===== src/hdl/fhtd_pkg.sv =====
// Package for the fhan tracking differentiator: fixed-point constants,
// request/result/config structs, datapath ops and controller states.
// No dependencies.
package fhtd_pkg;

  localparam int FRAC_BITS = 16;

  localparam logic [63:0] PI_Q32     = 64'h0000_0003_243F_6A88;
  localparam logic [63:0] TWO_PI_Q32 = 64'h0000_0006_487E_D511;

  // pi and 2*pi rounded to FRAC_BITS fractional bits
  localparam logic signed [35:0] PI_Q =
    36'((PI_Q32 + (64'd1 << (31 - FRAC_BITS))) >> (32 - FRAC_BITS));
  localparam logic signed [35:0] TAU_Q =
    36'((TWO_PI_Q32 + (64'd1 << (31 - FRAC_BITS))) >> (32 - FRAC_BITS));

  // reciprocal of 2*pi for the wrap quotient; the estimate is low by at most one
  localparam int          TAU_RCP_SH = 50;
  localparam logic [31:0] TAU_RCP    = 32'((64'd1 << TAU_RCP_SH) / 64'(TAU_Q));

  localparam logic [1:0] REG_TRACK_SPEED   = 2'd0;
  localparam logic [1:0] REG_STEP_TIME     = 2'd1;
  localparam logic [1:0] REG_FILTER_FACTOR = 2'd2;
  localparam logic [1:0] REG_ANGLE_MODE    = 2'd3;

  typedef struct packed {
    logic [31:0] track_speed;
    logic [23:0] step_time;
    logic [15:0] filter_factor;
    logic        angle_mode;
  } cfg_t;

  typedef struct packed {
    logic               req_type;
    logic signed [31:0] target_value;
    logic signed [31:0] position_value;
  } in_req_t;

  typedef struct packed {
    logic signed [31:0] rate_estimate;
    logic signed [31:0] tracked_position;
    logic signed [31:0] accel_command;
    logic               saturated;
  } out_res_t;

  typedef enum logic [5:0] {
    OP_NONE, OP_CAPTURE, OP_LOAD, OP_ERR,
    OP_MUL_H0, OP_RND_H0, OP_MUL_H2, OP_RND_H2, OP_MUL_WIN, OP_RND_WIN,
    OP_ACC_ZERO, OP_MUL_PRE, OP_RND_PRE, OP_LEAD, OP_INNER, OP_MUL_RAD,
    OP_SQ_INIT, OP_SQ_STEP, OP_CURVE, OP_BLEND, OP_MUL_P, OP_DIV_INIT,
    OP_DIV_STEP, OP_ACC_Q, OP_ACC_R, OP_MUL_DX, OP_RND_DX, OP_MUL_X,
    OP_RND_X, OP_WR_INIT, OP_WR_RCP, OP_WR_MUL, OP_WR_APPLY, OP_POS, OP_EMIT
  } op_t;

  typedef enum logic [5:0] {
    S_IDLE, S_SORT, S_LOAD, S_ERR,
    S_MUL_H0, S_RND_H0, S_MUL_H2, S_RND_H2, S_MUL_WIN, S_RND_WIN,
    S_ACC_ZERO, S_MUL_PRE, S_RND_PRE, S_LEAD, S_INNER, S_MUL_RAD,
    S_SQ_INIT, S_SQ_RUN, S_CURVE, S_BLEND, S_MUL_P, S_DIV_INIT,
    S_DIV_RUN, S_ACC_Q, S_ACC_R, S_MUL_DX, S_RND_DX, S_MUL_X,
    S_RND_X, S_WR_INIT, S_WR_RCP, S_WR_MUL, S_WR_APPLY, S_POS, S_EMIT
  } state_t;

  typedef struct packed {
    op_t op;
  } dp_cmd_t;

  typedef struct packed {
    logic is_load;
    logic win_zero;
    logic blend_lt_win;
    logic sq_last;
    logic div_last;
    logic out_busy;
    logic angle;
  } dp_status_t;

endpackage


===== src/hdl/fhtd_ctrl.sv =====
// Controller state machine of the fhan tracking differentiator.
// Sequences datapath ops; depends on fhtd_pkg.
module fhtd_ctrl import fhtd_pkg::*; (
  input  logic       clk,
  input  logic       rst,
  input  logic       in_valid,
  output logic       in_stall,
  input  dp_status_t status,
  output dp_cmd_t    cmd
);

  state_t state, state_next;

  always_ff @(posedge clk) begin
    if (rst) begin
      state <= S_IDLE;
    end else begin
      state <= state_next;
    end
  end

  always_comb begin
    state_next = state;
    unique case (state)
      S_IDLE:     if (in_valid) state_next = S_SORT;
      S_SORT:     state_next = status.is_load ? S_LOAD : S_ERR;
      S_LOAD:     state_next = S_EMIT;
      S_ERR:      state_next = S_MUL_H0;
      S_MUL_H0:   state_next = S_RND_H0;
      S_RND_H0:   state_next = S_MUL_H2;
      S_MUL_H2:   state_next = S_RND_H2;
      S_RND_H2:   state_next = S_MUL_WIN;
      S_MUL_WIN:  state_next = S_RND_WIN;
      S_RND_WIN:  state_next = S_MUL_PRE;
      // win is settled here; a zero window skips fhan
      S_MUL_PRE:  state_next = status.win_zero ? S_ACC_ZERO : S_RND_PRE;
      S_ACC_ZERO: state_next = S_MUL_DX;
      S_RND_PRE:  state_next = S_LEAD;
      S_LEAD:     state_next = S_INNER;
      S_INNER:    state_next = S_MUL_RAD;
      S_MUL_RAD:  state_next = S_SQ_INIT;
      S_SQ_INIT:  state_next = S_SQ_RUN;
      S_SQ_RUN:   if (status.sq_last) state_next = S_CURVE;
      S_CURVE:    state_next = S_BLEND;
      S_BLEND:    state_next = S_MUL_P;
      S_MUL_P:    state_next = status.blend_lt_win ? S_DIV_INIT : S_ACC_R;
      S_DIV_INIT: state_next = S_DIV_RUN;
      S_DIV_RUN:  if (status.div_last) state_next = S_ACC_Q;
      S_ACC_Q:    state_next = S_MUL_DX;
      S_ACC_R:    state_next = S_MUL_DX;
      S_MUL_DX:   state_next = S_RND_DX;
      S_RND_DX:   state_next = S_MUL_X;
      S_MUL_X:    state_next = S_RND_X;
      S_RND_X:    state_next = status.angle ? S_WR_INIT : S_POS;
      S_WR_INIT:  state_next = S_WR_RCP;
      S_WR_RCP:   state_next = S_WR_MUL;
      S_WR_MUL:   state_next = S_WR_APPLY;
      S_WR_APPLY: state_next = S_POS;
      S_POS:      state_next = S_EMIT;
      S_EMIT:     if (!status.out_busy) state_next = S_IDLE;
      default:    state_next = S_IDLE;
    endcase
  end

  always_comb begin
    cmd.op = OP_NONE;
    unique case (state)
      S_IDLE:     cmd.op = in_valid ? OP_CAPTURE : OP_NONE;
      S_SORT:     cmd.op = OP_NONE;
      S_LOAD:     cmd.op = OP_LOAD;
      S_ERR:      cmd.op = OP_ERR;
      S_MUL_H0:   cmd.op = OP_MUL_H0;
      S_RND_H0:   cmd.op = OP_RND_H0;
      S_MUL_H2:   cmd.op = OP_MUL_H2;
      S_RND_H2:   cmd.op = OP_RND_H2;
      S_MUL_WIN:  cmd.op = OP_MUL_WIN;
      S_RND_WIN:  cmd.op = OP_RND_WIN;
      S_MUL_PRE:  cmd.op = OP_MUL_PRE;
      S_ACC_ZERO: cmd.op = OP_ACC_ZERO;
      S_RND_PRE:  cmd.op = OP_RND_PRE;
      S_LEAD:     cmd.op = OP_LEAD;
      S_INNER:    cmd.op = OP_INNER;
      S_MUL_RAD:  cmd.op = OP_MUL_RAD;
      S_SQ_INIT:  cmd.op = OP_SQ_INIT;
      S_SQ_RUN:   cmd.op = OP_SQ_STEP;
      S_CURVE:    cmd.op = OP_CURVE;
      S_BLEND:    cmd.op = OP_BLEND;
      S_MUL_P:    cmd.op = OP_MUL_P;
      S_DIV_INIT: cmd.op = OP_DIV_INIT;
      S_DIV_RUN:  cmd.op = OP_DIV_STEP;
      S_ACC_Q:    cmd.op = OP_ACC_Q;
      S_ACC_R:    cmd.op = OP_ACC_R;
      S_MUL_DX:   cmd.op = OP_MUL_DX;
      S_RND_DX:   cmd.op = OP_RND_DX;
      S_MUL_X:    cmd.op = OP_MUL_X;
      S_RND_X:    cmd.op = OP_RND_X;
      S_WR_INIT:  cmd.op = OP_WR_INIT;
      S_WR_RCP:   cmd.op = OP_WR_RCP;
      S_WR_MUL:   cmd.op = OP_WR_MUL;
      S_WR_APPLY: cmd.op = OP_WR_APPLY;
      S_POS:      cmd.op = OP_POS;
      S_EMIT:     cmd.op = OP_EMIT;
      default:    cmd.op = OP_NONE;
    endcase
  end

  assign in_stall = (state != S_IDLE);

endmodule


===== config.mk =====
export PLATFORM = sky130hd
export DESIGN_NAME = fhtd_ctrl
export DESIGN_NICKNAME = d
export VERILOG_FILES = /design/src/hdl/fhtd_pkg.sv /design/src/hdl/fhtd_ctrl.sv
export SDC_FILE = /design/constraint.sdc
export NUM_CORES = 1
export LEC_CHECK = 0
export ABC_AREA = 1
export BUFFER_PORTS_ARGS = -buffer_cell sky130_fd_sc_hd__buf_2
export CORE_UTILIZATION = 59
export CTS_CLUSTER_SIZE = 30
export DETAILED_ROUTE_END_ITERATION = 7
export GPL_ROUTABILITY_DRIVEN = 0
export PLACE_DENSITY = 0.81
export SKIP_CTS_REPAIR_TIMING = 1
export SLEW_MARGIN = 10
export SYNTH_ARGS = -nofsm -noshare
export SYNTH_HDL_FRONTEND = slang
export SYNTH_SLANG_ARGS = --single-unit

===== constraint.sdc =====
create_clock -name clk -period 3.2 [get_ports clk]
set_input_delay 0.64 -clock clk [delete_from_list [all_inputs] [get_ports clk]]
set_output_delay 0.64 -clock clk [all_outputs]
set_load 0.005 [all_outputs]

### After elaboration in Yosys (flattened, before gate mapping)

Index checks and enable logic that the tools add are counted.

| cells by class | value |
|---|---|
| equal/unequal tests | 38 |
| mux-type cells | 11 |
| reduce and logical (&&, ||, !) cells | 5 |

Operator list:

| operator | number |
|---|---|
| $pmux W6 S34 | 1 |
| $pmux W6 S32 | 1 |
| $eq A6 B5 Y1 const B | 16 |
| $eq A6 B4 Y1 const B | 8 |
| $mux W6 | 5 |
| $eq A6 B3 Y1 const B | 4 |
| $eq A6 B6 Y1 const B | 3 |
| $eq A6 B2 Y1 const B | 2 |
| $ne A2 B2 Y1 const B | 4 |
| $eq A6 B1 Y1 const B | 1 |
| $logic_not A6 Y1 | 1 |
| $reduce_bool A6 Y1 | 1 |
| $mux W4 | 1 |
| $reduce_and A4 Y1 | 1 |
| $mux W3 | 1 |
| $reduce_or A3 Y1 | 1 |
| $mux W1 | 2 |
| $reduce_or A2 Y1 | 1 |

| word-level totals | value |
|---|---|
| flip-flop bits (word level) | 6 |
| bits of input ports | 10 |
| output and inout bits | 7 |
| logic and storage cells | 55 |

### Logic depth before layout (Yosys ltp)

Gate-level depths: netlist of run 1.

| logic depth | value |
|---|---|
| depth in word-level cells | 3 |
| depth in mapped cells | 12 |
| mapped depth without buffers | 11 |

### Least setup slack after synthesis of run 1

OpenSTA, ideal clock, no wires.

| timing path | value |
|---|---|
| kind | reg-to-output |
| from | reg state[5] |
| to | out cmd[0] in the netlist's numbering |
| arrival | 1.105 ns |
| data required time | 2.560 ns |
| path slack | 1.455 ns |
| stages on the path, launching flop included | 9 |
| path buffers | 1 |
| cells stage by stage | dfxtp_1 nor2_1 buf_2 nand2_1 nor2_1 inv_1 nand2_1 a211oi_1 nand2_1 |

RTL lines:

| item | RTL line | source |
|---|---|---|
| start, declared | fhtd_ctrl.sv:12 | `state_t state, state_next;` |
| start signal, assigned | fhtd_ctrl.sv:18 | `state <= state_next;` |
| end, declared | fhtd_ctrl.sv:9 | `output dp_cmd_t cmd` |

==> reports/qor.yml, run 1 <==
run_status:
  status: "finished clean"
synthesis:
  synth-seq-cells: 6
  syn_inst: 176
  ys_types: 27
  syn_area_sq_um: 946
  seq_area_frac_synth_pct: 12.7
  syn_nets: 186
  ys_warn_count: 0
  postSynthAreaPerCell_sq_um: 5.37
layout:
  largest-register: "state"
  reg_top3: "state (6)"
  n_fill_cell: 136
  antenna_cells: 0
  area_growth_syn_to_layout_pct: 10.2
  fin_area_sq_um: 1040
  layout_common_cells: "45 x nand2_1, 28 x nand3_1, 27 x nor2_1"
  largest_reg_flops: 6
  fin_nets: 203
  layout_commonest_cell: "nand2_1"
  final_cells: 207
  drive_above_1_share_pct: 19.9
critical_path:
  timing.rr.start: "state[1]"
  startpoint_type: "flip-flop"
  r2r_end: "state[1]"
  startpoint: "state[4]"
  end_kind: "output pin"
  critical_path_class: "reg2out"
  cp_max_fo: 13
  reg2reg_setup_slack_ps: 1430
  arrival_ps: 1890
  cp.required_ps: 2560
  rr_worst_depth: 10
detailed_routing:
  wl_per_cell_um: 14.6
  drc_errors: 0
  dr.pass1.iters: 5
  drtAntennaViolNets: 0
  vias: 1333
  drt_first_iter_violations: 143
  viasPerCell: 6.44
  wirelength_um: 3020
die:
  die_y_um: 42.0
  die_w_um: 42.0
  io_pins: 17
  rows: 14
  initial_core_util_pct: 62.8
  die_area_sq_um: 1770
  coreArea_sq_um: 1510
power_and_ir_drop:
  finalPower_mw: 0.644
  p_switching_mw: 0.358
  p_per_area_nw_per_um2: 618
  irDropWorstVdd_mv: 0.471
  switching_share_pct: 55.6
  p_int_mw: 0.286
  combPwrFrac_pct: 68.4
  pwr-share-clk_pct: 10.6
  sequentialPowerShare_pct: 21.0
  p_leak_nw: 0.604
sta:
  worstMarginPinSlew_ps: 581
  setup_tns_ps: 0
  setup_viol: 0
  hold_viol: 0
  period_needed_ps: 2530
  grt_setup_unrepaired: "no"
  fmax_mhz: 395
  period_share_pct: 79.0
  slew_headroom_pct: 61.2
  slew_viol_final: 0
  whs_ps: 572
  finClkSkew_ps: 6.71
clocking:
  clk_latency_ps: 240
  clk_path_buf_depth: 2
  cts_sinks: 6
  cts.clk_slew.worst_paths_ps: 50
  htree_levels: 1
  ctsRootBufferMaster: "clkbuf_4"
  numCtsBuffers: 3
  cts_tree: "done"
min_path:
  hp-start: "state[1]"
  hold_depth: 2
  worst_hold_path.endpoint: "state[1]"
  hold_path.class: "reg2reg"
global_routing:
  antenna_found_initial: 0
  grt_pass1_wl_um: 5000
  grt_overflow: 0
  grt_max_degree: 21
  grt_pass1_vias: 1110
  grt_use_total_pct: 36.0
run:
  maxCapViolations: 0
placed_design:
  dpl_cell_area_sq_um: 1020
  post-dp-hpwl_um: 2390
  io_buffers: 16
  dp_cells: 204
synthesized netlist by cell type:
library cell | instances | share of area [%]
a211oi_1 | 2 | 1.6
a21boi_0 | 1 | 0.79
a21oi_1 | 2 | 1.1
a31oi_1 | 1 | 0.66
buf_2 | 3 | 1.6
buf_4 | 1 | 0.79
buf_6 | 1 | 1.2
dfxtp_1 | 6 | 13
inv_1 | 14 | 5.6
inv_2 | 6 | 2.4
nand2_1 | 45 | 18
nand2_2 | 1 | 0.66
nand3_1 | 28 | 15
nand3_2 | 3 | 3.2
nand3b_1 | 3 | 2.4
nand4_1 | 6 | 4.0
nor2_1 | 27 | 11
nor2_2 | 6 | 4.0
nor2_4 | 1 | 1.2
nor3_1 | 7 | 3.7
nor3_2 | 1 | 1.1
o2111ai_1 | 3 | 2.8
o211ai_1 | 1 | 0.79
o21ai_0 | 3 | 1.6
o21bai_1 | 2 | 1.6
o31ai_1 | 1 | 0.79
or2_0 | 1 | 0.66
routing by layer:
layer / wire [um] / vias to the layer above / GRT usage, %
li1: - / 628 / -
met5: 0 / - / 0
met2: 1400 / 118 / 56.9
met4: 104 / 0 / 6.25
met1: 1090 / 564 / 51.9
met3: 431 / 23 / 6.90
final cells by class:
type                    count  area, sq um  share of cell area, %
clock buffers               3         22.5                   2.16
inverters                  20         75.1                   7.20
multi-input cells         145          717                   68.8
flip-flops and latches      6          120                   11.5
well taps                  16         20.0                   1.92
repair buffers             17         87.6                   8.40
through the flow:
| step | worst slack [ps] | utilization [%] |
|---|---|---|
| after floorplan | 1450 | - |
| after global placement | 1010 | 67.7 |
| after detailed placement | 1020 | 67.7 |
| after CTS | 768 | 69.2 |
| after global routing | 576 | 69.2 |
| final | 671 | 69.2 |
critical path: stages (launching register included):
cell and delay (ps):
dfxtp_1 370, inv_2 70, nor2_2 450, nand3_1 330, nand4_1 190, a211oi_1 70
nand2_1 70, buf_2 100
cell families (layout without fill, tap and decap cells):
group / Yosys count / after routing / synth area share [%]
simple gates: 129 / 129 / 64.2
flops: 6 / 6 / 12.7
buf+inv: 25 / 40 / 11.5
compound gates: 16 / 16 / 11.6
worst max path at each step:
| stage | to | slack (ps) | cells after the start |
|---|---|---|---|
| 3_3_place_gp | cmd[0] | 1010 | 7 |
| 2_1_floorplan | cmd[0] | 1450 | 8 |
| 4_1_cts | cmd[0] | 770 | 7 |
| 5_1_grt | cmd[0] | 580 | 7 |
| 6_report | cmd[0] | 670 | 7 |
| 3_5_place_dp | cmd[0] | 1020 | 7 |
power by group through the flow:
stage | clock network (mW) | logic, mW | registers (mW)
floorplan | 0 | 0.338 | 0.117
global placement | 0 | 0.421 | 0.134
detailed placement | 0 | 0.425 | 0.135
CTS | 0.0704 | 0.426 | 0.133
global route | 0.0725 | 0.490 | 0.138
finish | 0.0685 | 0.440 | 0.135
No activity file was read; power rests on OpenSTA's default activity.
==> run 2, diff against run 1 <==
--- a/config.mk
+++ b/config.mk
@@ -5,13 +5,13 @@
 export SDC_FILE = /design/constraint.sdc
 export NUM_CORES = 1
 export LEC_CHECK = 0
-export ABC_AREA = 1
+export ABC_AREA = 0
 export BUFFER_PORTS_ARGS = -buffer_cell sky130_fd_sc_hd__buf_2
-export CORE_UTILIZATION = 59
+export CORE_UTILIZATION = 52
 export CTS_CLUSTER_SIZE = 30
 export DETAILED_ROUTE_END_ITERATION = 7
 export GPL_ROUTABILITY_DRIVEN = 0
-export PLACE_DENSITY = 0.81
+export PLACE_DENSITY = 0.74
 export SKIP_CTS_REPAIR_TIMING = 1
 export SLEW_MARGIN = 10
 export SYNTH_ARGS = -nofsm -noshare
==> constraint.sdc (replaced) <==
create_clock -name clk -period 2.6 [get_ports clk]
set_input_delay 0.52 -clock clk [delete_from_list [all_inputs] [get_ports clk]]
set_output_delay 0.52 -clock clk [all_outputs]
set_load 0.005 [all_outputs]
==> reports/qor.yml, run 2 <==
run_status:
  status: "finished clean"
detailed_routing:
  drc_errors: 0  # unchanged
  wirelength_um: 2020  # -33%
  top_layer_used: "met4"
  dr.pass1.iters: 4  # -1
  viasPerCell: 6.48  # +0.60%
  vias: 907  # -32%
  wl_per_cell_um: 14.4  # -1.3%
  wl_met2_um: 940  # -33%
  drt_first_iter_violations: 37  # -74%
  drtAntennaViolNets: 0  # unchanged
  wl_met3_um: 152  # -65%
  wl_met1_um: 913  # -16%
layout:
  final_cells: 140  # -32%
  drive_above_1_share_pct: 20.8  # +0.90 points
  largest-register: "state"
  fin_util_pct: 65.1  # -4.1 points
  reg_top3: "state (6)"
  layout_common_cells: "16 x buf_2, 10 x a21oi_1, 7 x nand2_1, 7 x nor2_1"
  largest_reg_flops: 6  # unchanged
  layout_commonest_cell: "buf_2"
  fin_nets: 137  # -33%
  antenna_cells: 0  # unchanged
  area_growth_syn_to_layout_pct: 14.0
synthesis:
  ys_warn_count: 0  # unchanged
  seq_area_frac_synth_pct: 15.8  # +3.1 points
  synth_enable_flop_cells: 0  # unchanged
  synth_largest_type_area_fraction_pct: 15.8  # -2.1 points
  ys_types: 43  # +59%
  syn_inst: 112  # -36%
  postSynthAreaPerCell_sq_um: 6.80  # +27%
  syn_nets: 122  # -34%
  yosysMostFrequentCell: "a21oi_1"
  synth.area.top_cells: "dfxtp_1 16%, a21oi_1 6.6%, nor2b_1 4.9%"
  yosys-top-cells-count: "10 x a21oi_1, 7 x nand2_1, 7 x nor2_1"
  yosys.area.top_type: "dfxtp_1"
  syn_area_sq_um: 762  # -19%
  async_reset_ff_share_pct: 0  # unchanged
  ys.flop_type: "dfxtp_1"
  synth-seq-cells: 6  # unchanged
critical_path:
  r2r_end: "state[0]"
  cp.required_ps: 2080  # -480 ps
  cp-endpoint: "cmd[0]"
  end_kind: "output pin"
  rr_worst_depth: 5  # -5
  timing.rr.start: "state[2]"
  startpoint_type: "flip-flop"
  cp_max_fo: 25  # +12
  arrival_ps: 1770  # -120 ps
  critical_path_class: "reg2out"
  startpoint: "state[2]"
  reg2reg_setup_slack_ps: 550  # -880 ps
clocking:
  htree_levels: 1  # unchanged
  clk_latency_ps: 230  # about the same
  clk_path_buf_depth: 2  # unchanged
  numCtsBuffers: 3  # unchanged
  cts_tree: "done"
  cts.clk_slew.worst_paths_ps: 40  # about the same
  cts_sinks: 6  # unchanged
  ctsRootBufferMaster: "clkbuf_4"
sta:
  grt_setup_unrepaired: "no"
  hold_viol: 0  # unchanged
  setup_tns_ps: 0  # unchanged
  slew_headroom_pct: 50.5  # -11 points
  setup_viol: 0  # unchanged
  fmax_mhz: 436
  setup_ws_ps: 305  # -366 ps
  period_share_pct: 88.3
  worstMarginPinSlew_ps: 741  # +160 ps
  slew_viol_final: 0  # unchanged
  period_needed_ps: 2290
  finClkSkew_ps: 1.04  # -5.67 ps
global_routing:
  grt_use_total_pct: 25.0  # -11 points
  grt_pass1_vias: 638  # -43%
  grt_overflow: 0  # unchanged
  grt_max_degree: 26  # +24%
  grt_pass1_wl_um: 2740  # -45%
  antenna_found_initial: 0  # unchanged
die:
  initial_core_util_pct: 57.1  # -5.7 points
  die_y_um: 40.3  # -4.2%
  die_w_um: 40.3  # -4.2%
  rows: 13  # -1
  coreArea_sq_um: 1330  # -11%
  io_pins: 17  # unchanged
  die_area_sq_um: 1620  # -8.2%
placed_design:
  io_buffers: 16  # unchanged
  dp_cells: 137  # -33%
  post-dp-hpwl_um: 1510  # -37%
  pre_cts_ws_ps: 570  # -446 ps
power_and_ir_drop:
  p_per_area_nw_per_um2: 778  # +26%
  irDropWorstVdd_mv: 0.637  # +35%
  finalPower_mw: 0.676  # +4.9%
  p_leak_nw: 0.343  # -43%
run:
  maxCapViolations: 0  # unchanged
min_path:
  hold_path.class: "in2reg"
run 2: cell types whose count changed in the layout (fill, tap and decap cells not counted), sizes merged, moves of 4 or more:
cell / previous run / this run
a21oi: 2 / 10
inv: 20 / 6
nor2b: 0 / 6
o21ai: 3 / 9
nand2: 46 / 7
a22oi: 0 / 4
nand3: 31 / 0
nand4: 6 / 1
nor2: 34 / 7
run 2: logic make-up after synthesis:
| logic type | share of synthesized area (%) |
|---|---|
| simple gates | 35.3 |
| compound gates | 37.3 |
| buf+inv | 9.36 |
| flops | 15.8 |
| xor+xnor | 2.30 |
run 2: final cells by class:
cell class	instances	area, sq um
clock buffers	3	22.5
fillers	134	465
inverters	7	26.3
multi-input cells	89	571
flip-flops and latches	6	120
well taps	15	18.8
repair buffers	20	110
run 2: layer usage:
layer	global-route usage [%]	up-vias
li1	-	453
met3	1.11	3
met1	36.0	403
met4	10.8	0
met2	38.3	48
met5	0	-
run 2: worst max-delay path: stages (launching register included):
cell	delay, ps
dfxtp_1	790
nor2b_1	280
o21ai_0	100
nand2_1	80
o21ai_1	50
o21ai_1	110
buf_2	120
run 2: power by group:
group | internal [mW] | leakage, nW | switching [mW]
clock | 0.0519 | 0.0138 | 0.0283
sequential | 0.113 | 0.0489 | 0.0451
combinational | 0.198 | 0.280 | 0.240
total | 0.363 | 0.343 | 0.313
run 2: through the flow:
stage | hold slack (ps) | cell area (sq um)
final | 534 | 868
after detailed placement | 657 | 846
after floorplan | 589 | 762
after global routing | 542 | 868
after global placement | 667 | 846
after CTS | 532 | 868
run 2: worst min-delay path by stage:
stage / cells past startpoint / end / from / slack (ps)
2_1_floorplan: 1 / state[2] / rst / 590
6_report: 2 / state[2] / rst / 530
3_5_place_dp: 2 / state[3] / state[5] / 660
5_1_grt: 2 / state[4] / rst / 540
4_1_cts: 2 / state[4] / rst / 530
3_3_place_gp: 2 / state[3] / state[5] / 670
